### config.mk
export PLATFORM = sky130hd
export DESIGN_NAME = key_debounce_long_press
export DESIGN_NICKNAME = d
export VERILOG_FILES = /design/src/rtl/kdlp_pkg.sv /design/src/rtl/key_debounce_long_press.sv
export SDC_FILE = /design/constraint.sdc
export NUM_CORES = 1
export LEC_CHECK = 0
export BUFFER_PORTS_ARGS = -buffer_cell sky130_fd_sc_hd__buf_4
export CELL_PAD_IN_SITES_DETAIL_PLACEMENT = 0
export CELL_PAD_IN_SITES_GLOBAL_PLACEMENT = 2
export CORE_MARGIN = 4
export CORE_UTILIZATION = 35
export CTS_CLUSTER_SIZE = 40
export DETAILED_ROUTE_END_ITERATION = 8
export PLACE_DENSITY_LB_ADDON = 0.12
export SLEW_MARGIN = 15
export SYNTH_ARGS = -nofsm -noshare
export SYNTH_HDL_FRONTEND = slang
export SYNTH_SLANG_ARGS = --single-unit
### constraint.sdc
create_clock -name aclk -period 3.65 [get_ports aclk]
set_input_delay 0.73 -clock aclk [delete_from_list [all_inputs] [get_ports aclk]]
set_output_delay 0.73 -clock aclk [all_outputs]
set_load 0.01 [all_outputs]
### src/rtl/kdlp_pkg.sv
// Shared types and constants for the key debounce and long-press detector.
`timescale 1ns / 1ps

package kdlp_pkg;

    localparam int unsigned NUM_KEYS  = 6;
    localparam int unsigned KEY_W     = 3;
    localparam int unsigned CODE_W    = 3;
    localparam int unsigned DEB_W     = 8;
    localparam int unsigned LONG_W    = 16;
    localparam int unsigned CFG_W     = 16;
    localparam int unsigned S_TDATA_W = 8;
    localparam int unsigned M_TDATA_W = 8;

    typedef logic [KEY_W-1:0]  key_idx_t;
    typedef logic [CODE_W-1:0] event_code_t;

    typedef enum logic {
        CFG_DEBOUNCE_TICKS   = 1'b0,
        CFG_LONG_PRESS_TICKS = 1'b1
    } cfg_index_t;

    localparam key_idx_t KEY_IDX_LX = 3'd4;
    localparam key_idx_t KEY_IDX_RX = 3'd5;

    localparam event_code_t EV_LEFT_X       = 3'd4;
    localparam event_code_t EV_LEFT_X_LONG  = 3'd5;
    localparam event_code_t EV_RIGHT_X      = 3'd6;
    localparam event_code_t EV_RIGHT_X_LONG = 3'd7;

    localparam logic [DEB_W-1:0]  DEB_RESET  = 8'd10;
    localparam logic [LONG_W-1:0] LONG_RESET = 16'd1000;

    function automatic event_code_t code_for(input key_idx_t k, input logic is_long);
        event_code_t code;
        if (k == KEY_IDX_LX) begin
            code = is_long ? EV_LEFT_X_LONG : EV_LEFT_X;
        end else if (k == KEY_IDX_RX) begin
            code = is_long ? EV_RIGHT_X_LONG : EV_RIGHT_X;
        end else begin
            code = event_code_t'(k);
        end
        return code;
    endfunction

endpackage

### src/rtl/key_debounce_long_press.sv
// Key debounce with long-press detection: one beat in per timer tick.
// The releasing beat registers its event, in the skid entry if the output is held.
// Throughput: one input beat per cycle; a two-entry output buffer keeps input
// flowing while one event waits, so s_tready drops only with both entries full.
// Reset (aresetn low, synchronous): idle phase, empty output buffer,
// debounce_ticks = 10, long_press_ticks = 1000.
`timescale 1ns / 1ps

module key_debounce_long_press
    import kdlp_pkg::*;
#(
    parameter int unsigned COUNT_WIDTH = 16
) (
    input  logic                 aclk,
    input  logic                 aresetn,

    input  logic                 s_tvalid,
    output logic                 s_tready,
    input  logic [S_TDATA_W-1:0] s_tdata,    // [5:0] key_levels, [7:6] zero

    output logic                 m_tvalid,
    input  logic                 m_tready,
    output logic [M_TDATA_W-1:0] m_tdata,    // [2:0] event_code, [7:3] zero

    input  logic                 cfg_valid,
    output logic                 cfg_ready,
    input  logic                 cfg_index,
    input  logic [CFG_W-1:0]     cfg_data
);

    localparam int unsigned CMP_W = (COUNT_WIDTH > LONG_W) ? COUNT_WIDTH : LONG_W;
    localparam logic [COUNT_WIDTH-1:0] COUNT_MAX = {COUNT_WIDTH{1'b1}};

    typedef enum logic [1:0] {
        PH_IDLE     = 2'd0,
        PH_DEBOUNCE = 2'd1,
        PH_WAIT     = 2'd2
    } phase_t;

    logic [DEB_W-1:0]       deb_reg;
    logic [LONG_W-1:0]      long_reg;
    phase_t                 phase_reg, phase_next;
    key_idx_t               key_reg, key_next;
    logic [COUNT_WIDTH-1:0] hold_reg, hold_next;

    logic                   out_valid_reg, skid_valid_reg;
    event_code_t            out_code_reg, skid_code_reg;

    logic [NUM_KEYS-1:0]    levels;
    logic                   in_beat;
    logic                   out_beat;
    logic                   emit;
    event_code_t            emit_code;
    logic [COUNT_WIDTH-1:0] hold_inc;
    logic                   key_found;
    key_idx_t               key_first;
    logic                   tracked_down;

    assign levels    = s_tdata[NUM_KEYS-1:0];
    assign s_tready  = !skid_valid_reg;
    assign in_beat   = s_tvalid && s_tready;
    assign m_tvalid  = out_valid_reg;
    assign out_beat  = out_valid_reg && m_tready;
    assign m_tdata   = {{(M_TDATA_W-CODE_W){1'b0}}, out_code_reg};
    assign cfg_ready = 1'b1;

    assign hold_inc     = (hold_reg == COUNT_MAX) ? hold_reg : hold_reg + 1'b1;
    assign tracked_down = !levels[key_reg];

    always_comb begin
        key_found = 1'b0;
        key_first = '0;
        for (int i = NUM_KEYS - 1; i >= 0; i--) begin
            if (!levels[i]) begin
                key_found = 1'b1;
                key_first = key_idx_t'(i);
            end
        end
    end

    always_comb begin
        phase_next = phase_reg;
        key_next   = key_reg;
        hold_next  = hold_reg;
        emit       = 1'b0;
        emit_code  = code_for(key_reg, CMP_W'(hold_inc) > CMP_W'(long_reg));
        unique case (phase_reg)
            PH_DEBOUNCE: begin
                hold_next = hold_inc;
                if (hold_inc >= COUNT_WIDTH'(deb_reg)) begin
                    phase_next = tracked_down ? PH_WAIT : PH_IDLE;
                end
            end
            PH_WAIT: begin
                hold_next = hold_inc;
                if (!tracked_down) begin
                    emit       = 1'b1;
                    phase_next = PH_IDLE;
                end
            end
            default: begin
                phase_next = PH_IDLE;
                if (key_found) begin
                    key_next   = key_first;
                    hold_next  = '0;
                    phase_next = PH_DEBOUNCE;
                end
            end
        endcase
    end

    always_ff @(posedge aclk) begin
        if (!aresetn) begin
            deb_reg        <= DEB_RESET;
            long_reg       <= LONG_RESET;
            phase_reg      <= PH_IDLE;
            key_reg        <= '0;
            hold_reg       <= '0;
            out_valid_reg  <= 1'b0;
            skid_valid_reg <= 1'b0;
        end else begin
            if (cfg_valid && cfg_ready) begin
                unique case (cfg_index_t'(cfg_index))
                    CFG_DEBOUNCE_TICKS:   deb_reg  <= cfg_data[DEB_W-1:0];
                    CFG_LONG_PRESS_TICKS: long_reg <= cfg_data[LONG_W-1:0];
                    default: ;
                endcase
            end

            if (in_beat) begin
                phase_reg <= phase_next;
                key_reg   <= key_next;
                hold_reg  <= hold_next;
            end

            // drain skid first; a push can only land while skid is empty
            if (skid_valid_reg) begin
                if (out_beat) begin
                    out_code_reg   <= skid_code_reg;
                    skid_valid_reg <= 1'b0;
                end
            end else if (out_valid_reg && !out_beat) begin
                if (in_beat && emit) begin
                    skid_code_reg  <= emit_code;
                    skid_valid_reg <= 1'b1;
                end
            end else begin
                out_valid_reg <= in_beat && emit;
                out_code_reg  <= emit_code;
            end
        end
    end

endmodule
# Word-level counts from Yosys, hierarchy flattened
# Cells that the tools add are included.
[totals]
reg_bits = 53
inputBits = 30
output_inout_bits = 11
[op_classes]
n_addsub = 1
n_lt_le_gt_ge = 3
eq_ne = 9
n_mux = 35
n_bitwise = 4
reduce_logical = 16
[ops]
columns = ["cell", "count"]
rows = [
  ["$mux W16", 3],
  ["$mux W3", 11],
  ["$add A16 B1 Y16 const B", 1],
  ["$eq A16 B16 Y1 const B", 1],
  ["$ge A16 B8 Y1", 1],
  ["$gt A16 B16 Y1", 1],
  ["$mux W1", 16],
  ["$reduce_and A3 Y1", 3],
  ["$reduce_and A2 Y1", 4],
  ["$eq A3 B3 Y1 const B", 2],
  ["$mux W2", 3],
  ["$ne A2 B2 Y1 const B", 3],
  ["$logic_and A1 B1 Y1", 4],
  ["$lt A3 B4 Y1 const B", 1],
  ["$not A1 Y1", 4],
  ["$pmux W2 S2", 1],
  ["$reduce_and A4 Y1", 1],
  ["$bmux W1 S3", 1],
  ["$eq A2 B1 Y1 const B", 1],
  ["$eq A2 B2 Y1 const B", 1],
  ["$logic_not A1 Y1", 2],
  ["$ne A2 B1 Y1 const B", 1],
  ["$reduce_bool A2 Y1", 1],
  ["$reduce_or A2 Y1", 1],
]

# Depth between registers and ports, before layout
# Gate-level depths: netlist of the first run.
[depth]
ltp_word = 8
mapped_depth = 14

# Worst setup path after synthesis of the first run
# Ideal clock, no wire load.
[synth_timing]
path_type = "register to register"
from = "reg hold_reg[0]"
to = "reg out_code_reg[0] (data pin)"
setup_ns = 0.263
arrival_time_ns = 2.957
path_slack_ns = 0.430
path_stages_with_launch = 14
period_less_slack_ns = 3.220
cell_sequence = "dfxtp_1 ha_1 nand4_1 or4_1 buf_6 nand4_4 xnor2_1 ha_1 a2111oi_0 o21ai_0 a22oi_1 o21ai_1 a221oi_2 o31ai_1"
[synth_via]
elab_chain_len = 8
word_cells_on_any_way = 10
[synth_lines]
columns = ["element", "line_no", "text"]
rows = [
  ["start, declared", "key_debounce_long_press.sv:44", "logic [COUNT_WIDTH-1:0] hold_reg, hold_next;"],
  ["start signal, assigned", "key_debounce_long_press.sv:133", "hold_reg <= hold_next;"],
  ["$add A16 B1 Y16 or $eq A16 B16 Y1 (tied branches)", "key_debounce_long_press.sv:67", "assign hold_inc = (hold_reg == COUNT_MAX) ? hold_reg : hold_reg + 1'b1;"],
  ["$mux W16 (*)", "key_debounce_long_press.sv:67", ""],
  ["$gt A16 B16 Y1 (*)", "key_debounce_long_press.sv:86", "emit_code = code_for(key_reg, CMP_W'(hold_inc) > CMP_W'(long_reg));"],
  ["$mux W1", "kdlp_pkg.sv:37, kdlp_pkg.sv:39", ""],
  ["$mux W3", "kdlp_pkg.sv:38", "end else if (k == KEY_IDX_RX) begin"],
  ["$mux W3 (*)", "kdlp_pkg.sv:36", "if (k == KEY_IDX_LX) begin"],
  ["$mux W3 (*)", "key_debounce_long_press.sv:142", "end else if (out_valid_reg && !out_beat) begin"],
  ["$mux W3 (*)", "key_debounce_long_press.sv:137", "if (skid_valid_reg) begin"],
  ["end signal, assigned", "key_debounce_long_press.sv:139", "out_code_reg <= skid_code_reg;"],
  ["end signal, assigned", "key_debounce_long_press.sv:149", "out_code_reg <= emit_code;"],
  ["end, declared", "key_debounce_long_press.sv:47", "event_code_t out_code_reg, skid_code_reg;"],
]
# Every way passes the cells marked *; elsewhere a longest branch is shown, timed or not. The select of a mux whose other input is x is not followed.
# A chain may end at the register's enable or synchronous reset.

# Worst setup path after layout of the first run
[layout_timing]
from = "reg hold_reg[14]"
to = "reg out_code_reg[0] (data pin)"
# The elaborated chain is that of the path after synthesis.

==> results of run 1 <==
==> per-stage QoR <==
step                cell area [um^2]  power, mW  cells  worst slack [ns]  hold WS, ns
floorplan                       3500      0.727    438             0.430        0.443
detailed placement              3910      0.786    596             0.195        0.459
global placement                3910      0.784    596             0.217        0.456
finish                          4000       1.10    604             0.284        0.469
global route                    4000       1.16    604            0.0713        0.494
CTS                             3990       1.12    604             0.177        0.473
==> critical path, cell delays in order (launching register included) <==
cell       delay, ns
dfxtp_1         0.44
nand3_1         0.15
or4_4           0.60
nand4_4         0.15
xnor2_1         0.18
ha_1            0.30
a2111oi_0       0.39
o21ai_0         0.17
a22oi_1         0.19
o21ai_1         0.12
a221oi_2        0.31
o31ai_1         0.11
==> area by class of cell <==
class | count | area share
clock inverter | 1 | 0.00157
inverter | 31 | 0.0291
tap | 133 | 0.0417
sequential | 53 | 0.281
multi-input combinational | 326 | 0.528
timing repair buffer | 53 | 0.0996
clock buffer | 7 | 0.0191
==> report_power, final <==
| group | internal (mW) | switching, mW | leakage, nW |
|---|---|---|---|
| combinational | 0.0659 | 0.0879 | 1.12 |
| sequential | 0.607 | 0.00933 | 0.446 |
| clock | 0.137 | 0.190 | 0.0428 |
| total | 0.810 | 0.287 | 1.61 |
==> what timing repair did <==
item,4_1_cts,5_1_grt
endpoints found under the setup margin,0,2
gates resized for setup,0,1
setup buffers,0,0
==> cells by family after synthesis <==
kind of cell,after synthesis,synth area share
buffers and inverters,59,0.0786
and+or+nand+nor,182,0.269
DFF,53,0.321
adders and majority gates,24,0.0861
muxes,4,0.0158
other,2,0.00215
AOI/OAI and AO/OA,96,0.192
xor gates and xnor gates,14,0.0352
==> layer usage <==
| layer | up-vias | wire, um | track usage |
|---|---|---|---|
| met4 | 0 | 171 | 0.0442 |
| li1 | 1564 | - | - |
| met1 | 1420 | 4340 | 0.226 |
| met5 | - | 0 | 0 |
| met3 | 12 | 375 | 0.0246 |
| met2 | 58 | 3790 | 0.254 |
==> synth_stat cells (all sizes together), types with 2 or more instances <==
cell and count:
nand2 83, dfxtp 47, inv 31, ha 24, nor2 23, a21boi 21
nor2b 19, buf 17, o21ai 17, a21oi 16, nand4 13, clkbuf 11
a22oi 10, o211ai 10, xnor2 9, nand3 8, nor3 8, edfxtp 6
and2 5, xor2 5, nor4 4, o21a 4, a211oi 3, a21o 3
and3 3, and4 3, nand2b 3, or4 3, a2111oi 2, a221oi 2
a31oi 2, conb 2, mux2 2, or2 2
==> worst max-delay path by stage <==
stage                                         start                        end  cells after the start
after floorplan            hold_reg[0]$_SDFFE_PN0P_  out_code_reg[0]$_DFFE_PP_                     13
after global placement    hold_reg[14]$_SDFFE_PN0P_  out_code_reg[0]$_DFFE_PP_                     11
after detailed placement  hold_reg[14]$_SDFFE_PN0P_  out_code_reg[0]$_DFFE_PP_                     11
after CTS                 hold_reg[14]$_SDFFE_PN0P_  out_code_reg[0]$_DFFE_PP_                     11
after global routing      hold_reg[14]$_SDFFE_PN0P_  out_code_reg[0]$_DFFE_PP_                     11
final                     hold_reg[14]$_SDFFE_PN0P_  out_code_reg[0]$_DFFE_PP_                     11
==> flow_summary.ini, run 1 <==
[power]
p_per_area_mw_per_mm2 = 275
peakVddDrop_mv = 0.154
p_leak_nw = 1.61

[timing]
hold_violations = 0
timing.slew.headroom = 0.286
min_period_over_period = 0.922
worst_slew_pin_slew_ns = 1.07
finalSetupViolCount = 0
slew_viol_final = 0
rsz0062_at_grt = no
skew_ns = 0.00861
fmax_ghz = 0.297
finalCriticalPeriod_ns = 3.37
finalSetupTns_ns = 0

[layout]
multi_input_area_mm2 = 0.00211
synthToLayoutAreaGrowth_pct = 14.6
fillCellCount = 1042
diodes = 0
fin_nets = 524
final_util = 0.411
layout.cells.most_common_list = nand2_1 (83), buf_4 (53), dfxtp_1 (47), inv_1 (31), ha_1 (24)
final_common_cell = nand2_1
seq_area_mm2 = 0.00112
drive_gt1_frac = 0.166

[die]
num_rows = 36
die_area_mm2 = 0.0116
coreArea_mm2 = 0.00973
start_util = 0.358
die_h_um = 108
ios = 41
die_x_um = 108

[detailed_routing]
wl_mm = 8.69
wl_per_cell_um = 14.4
drtPass1Iterations = 4
drt_iter0_drc = 135
ant_nets = 0
vias = 3054
post-route-drc-count = 0
via_per_inst = 5.06

[worst_setup_path]
startpoint_type = flip-flop
critical_path_class = flip-flop to flip-flop
ff2ff_setup_slack_ns = 0.28
critPathMaxFanout = 7
cp-end-kind = flip-flop
rr_worst_depth = 11
crit_arrival_ns = 3.41
reg2reg_from = hold_reg[14]$_SDFFE_PN0P_
crit_required_ns = 3.70
rr_endpoint = out_code_reg[0]$_DFFE_PP_

[job]
drv_cap = 0

[logic_synthesis]
ys.flop_type = dfxtp_1
synth_top_area_cell = dfxtp_1
yosys-top-cells-area = dfxtp_1 (27%), nand2_1 (8.9%), ha_1 (8.6%), edfxtp_1 (5.2%), a21boi_0 (4.3%)
synth_area_per_cell_um2 = 8.03
yosysWarnings = 0
synth_top_area_share = 0.270
async_flop_share = 0
synth_cells = 434
synth_cell_types = 61
synth_edf_count = 6
yosysSeqAreaShare = 0.321
synthesis.area_mm2 = 0.00349
ys_ff_latch = 53

[clock_tree]
insertion_delay_ns = 0.30
clock_path_buffers = 2
cts.sinks = 53
clockRootBuffer = clkbuf_8
cts_buffers = 5
cts_tree = built
cts_max_level = 2
path_clk_slew_ns = 0.10
holdBufCountCts = 0

[global_routing]
grt_pass1_wl_mm = 14.8
grt_usage = 0.160
grt_pass1_vias = 3035
antenna_found_initial = 0
grt-ovfl-total = 0
grt_max_degree = 51

[min_path]
hold_depth = 2
min_to = deb_reg[5]$_SDFFE_PN0P_
min_from = deb_reg[5]$_SDFFE_PN0P_
min_path_type = flip-flop to flip-flop

[placement]
port_buffers = 32
dpl.hpwl_mm = 6.73
place_congestion = 0.819

[status]
status = finished clean
(Power assumes the default switching activity.)
==> run 2: changes to the inputs <==
ABC_AREA = 1   (was unset)
CORE_UTILIZATION = 33   (was 35)
==> flow_summary.ini, run 2 <==
[status]
status = finished clean

[logic_synthesis]
synth_top_area_cell = dfxtp_1
synth_edf_count = 6
synthAdderAreaFrac = 0.0902
synth-simple-area-share = 0.291
synth-compound-area-share = 0.161
synthXorXnorAreaFrac = 0.0132
ys_ff_latch = 53
synth_cells = 479
yosysWarnings = 0
synthesis.area_mm2 = 0.00333
synth_common_cells = nand2_1 (129), inv_1 (62), dfxtp_1 (47)
synth_top_family_by_area = simple AND/OR/NAND/NOR gates
synth_area_per_cell_um2 = 6.95
yosys-top-cells-area = dfxtp_1 (28%), nand2_1 (15%), ha_1 (9.0%), inv_1 (7.0%), a21oi_1 (6.6%)
async_flop_share = 0
muxShareOfSynthArea = 0
ys.flop_type = dfxtp_1
synth.most_common_cell = nand2_1
synth_top_area_share = 0.283
yosysSeqAreaShare = 0.337
synth_cell_types = 40

[die]
die_x_um = 108
start_util = 0.339
num_rows = 36
die_area_mm2 = 0.0118
coreArea_mm2 = 0.00982
ios = 41
die_h_um = 108

[timing]
setup_ws_ns = 0.629
slew_viol_final = 0
skew_ns = 0.00813
rsz0062_at_grt = no
fmax_ghz = 0.331
timing.hold.ws_ns = 0.469
timing.slew.headroom = 0.422
finalCriticalPeriod_ns = 3.02
finalSetupTns_ns = 0
finalSetupViolCount = 0
worst_slew_pin_slew_ns = 0.868
min_period_over_period = 0.828
hold_violations = 0

[power]
p_seq_frac = 0.522
p_clk_frac = 0.338
netSwitchingFraction = 0.263
p_leak_nw = 1.74
switchingPower_mw = 0.315
p_int_mw = 0.884
p_per_area_mw_per_mm2 = 317
combPwrFrac = 0.140
peakVddDrop_mv = 0.165

[worst_setup_path]
crit_chain = ha_1 > nand2_1 > nor2_2 > nand2_2 > nor2_4 > inv_2 > nand2_1 > ha_1 > nand2_1 > nand2_1 > nand2_1 > nand2_1 > a21oi_1 > nand3_1 > nor2_1 > nand2_1 > nor2_2 > nand2_2 > nand3_2 > nand2_1 > a21oi_2
cp_common_cell = nand2_1
crit_arrival_ns = 3.26
critical_path_class = flip-flop to flip-flop
startpoint_type = flip-flop
crit_required_ns = 3.89
crit_slowest_cell = dfxtp_1
cp-end-kind = flip-flop
cp_slowest_stage_delay_ns = 0.41
critPathMaxFanout = 15

[detailed_routing]
wirelength_met1_mm = 4.47
via_per_inst = 4.65
drt_iter0_drc = 94
post-route-drc-count = 0
drtPass1Iterations = 4
dr_wl_met2_mm = 3.65
ant_nets = 0
wl_per_cell_um = 13.1
wl_mm = 8.38
top_layer_used = met4
vias = 2978
met3_length_um = 187

[clock_tree]
clockRootBuffer = clkbuf_8
ctsResizeCount = 0
cts_buffers = 5
cts_setup_buffers = 0
cts_tree = built
path_clk_slew_ns = 0.10
cts.sinks = 53
clock_path_buffers = 2
insertion_delay_ns = 0.30
holdBufCountCts = 0
cts_max_level = 2

[placement]
place_congestion = 0.829
place_ws_ns = 0.602
dpl.hpwl_mm = 6.65
port_buffers = 32

[global_routing]
grt_usage = 0.149
grt_pass1_wl_mm = 13.9
grt_max_degree = 28
grt_pass1_vias = 2791
antenna_found_initial = 0
grt-ovfl-total = 0

[layout]
synthToLayoutAreaGrowth_pct = 13.7
final_common_cell = nand2_1
fin_nets = 561
diodes = 0
drive_gt1_frac = 0.154
layout.cells.most_common_list = nand2_1 (129), inv_1 (62), dfxtp_1 (47), a21oi_1 (44), buf_4 (36)

[job]
drv_cap = 0

[min_path]
min_path_type = flip-flop to flip-flop
## run 2: metal layers
| metal | up-vias | GRT usage |
|---|---|---|
| met5 | - | 0 |
| met4 | 0 | 0.0298 |
| met3 | 4 | 0.0215 |
| met2 | 38 | 0.230 |
| met1 | 1340 | 0.220 |
| li1 | 1596 | - |
## run 2: cells by family after synthesis
kind of cell	Yosys count
buffers and inverters	85
AOI/OAI and AO/OA	94
and+or+nand+nor	216
adders and majority gates	24
xor gates and xnor gates	5
DFF	53
other	2
## run 2: final cells by class
cell class                 instances  area, um^2
clock buffer                       6        72.6
multi-input combinational        345        1870
fill                            1153        6030
timing repair buffer              36         270
clock inverter                     2        35.0
sequential                        53        1120
inverter                          66         248
tap                              133         166
## run 2: metrics by stage
step           std cells  area [um^2]   util  power, mW
6_report             641         3780  0.385       1.20
5_1_grt              641         3780  0.385       1.27
4_1_cts              641         3780  0.385       1.23
3_5_place_dp         633         3680  0.374      0.809
3_3_place_gp         633         3680  0.374      0.807
2_1_floorplan        483         3340      -      0.751
## run 2: worst paths after layout
| path | from | end | slack (ns) | cells after the start |
|---|---|---|---|---|
| worst min-delay path | deb_reg[6]$_SDFFE_PN0P_ | deb_reg[6]$_SDFFE_PN0P_ | 0.47 | 2 |
| worst max register to register | hold_reg[1]$_SDFFE_PN0P_ | phase_reg[0]$_SDFFE_PN0P_ | 0.63 | 21 |
| worst max-delay path | hold_reg[1]$_SDFFE_PN0P_ | phase_reg[0]$_SDFFE_PN0P_ | 0.63 | 21 |
| worst min register to register | deb_reg[6]$_SDFFE_PN0P_ | deb_reg[6]$_SDFFE_PN0P_ | 0.47 | 2 |
## run 2: power by group through the flow
stage                     clock network (mW)  registers [mW]  logic (mW)
after floorplan                            0           0.638       0.112
after global placement                     0           0.638       0.169
after detailed placement                   0           0.639       0.170
after CTS                              0.429           0.625       0.171
after global routing                   0.448           0.628       0.193
final                                  0.405           0.625       0.168
## run 2: worst max-delay path, delay by kind of cell, from the launching register on
| family | cells | cell delay (ns) |
|---|---|---|
| flops | 1 | 0.41 |
| fa+ha+maj | 2 | 0.57 |
| buf+inv | 1 | 0.15 |
| compound gates | 2 | 0.31 |
| simple gates | 16 | 1.50 |
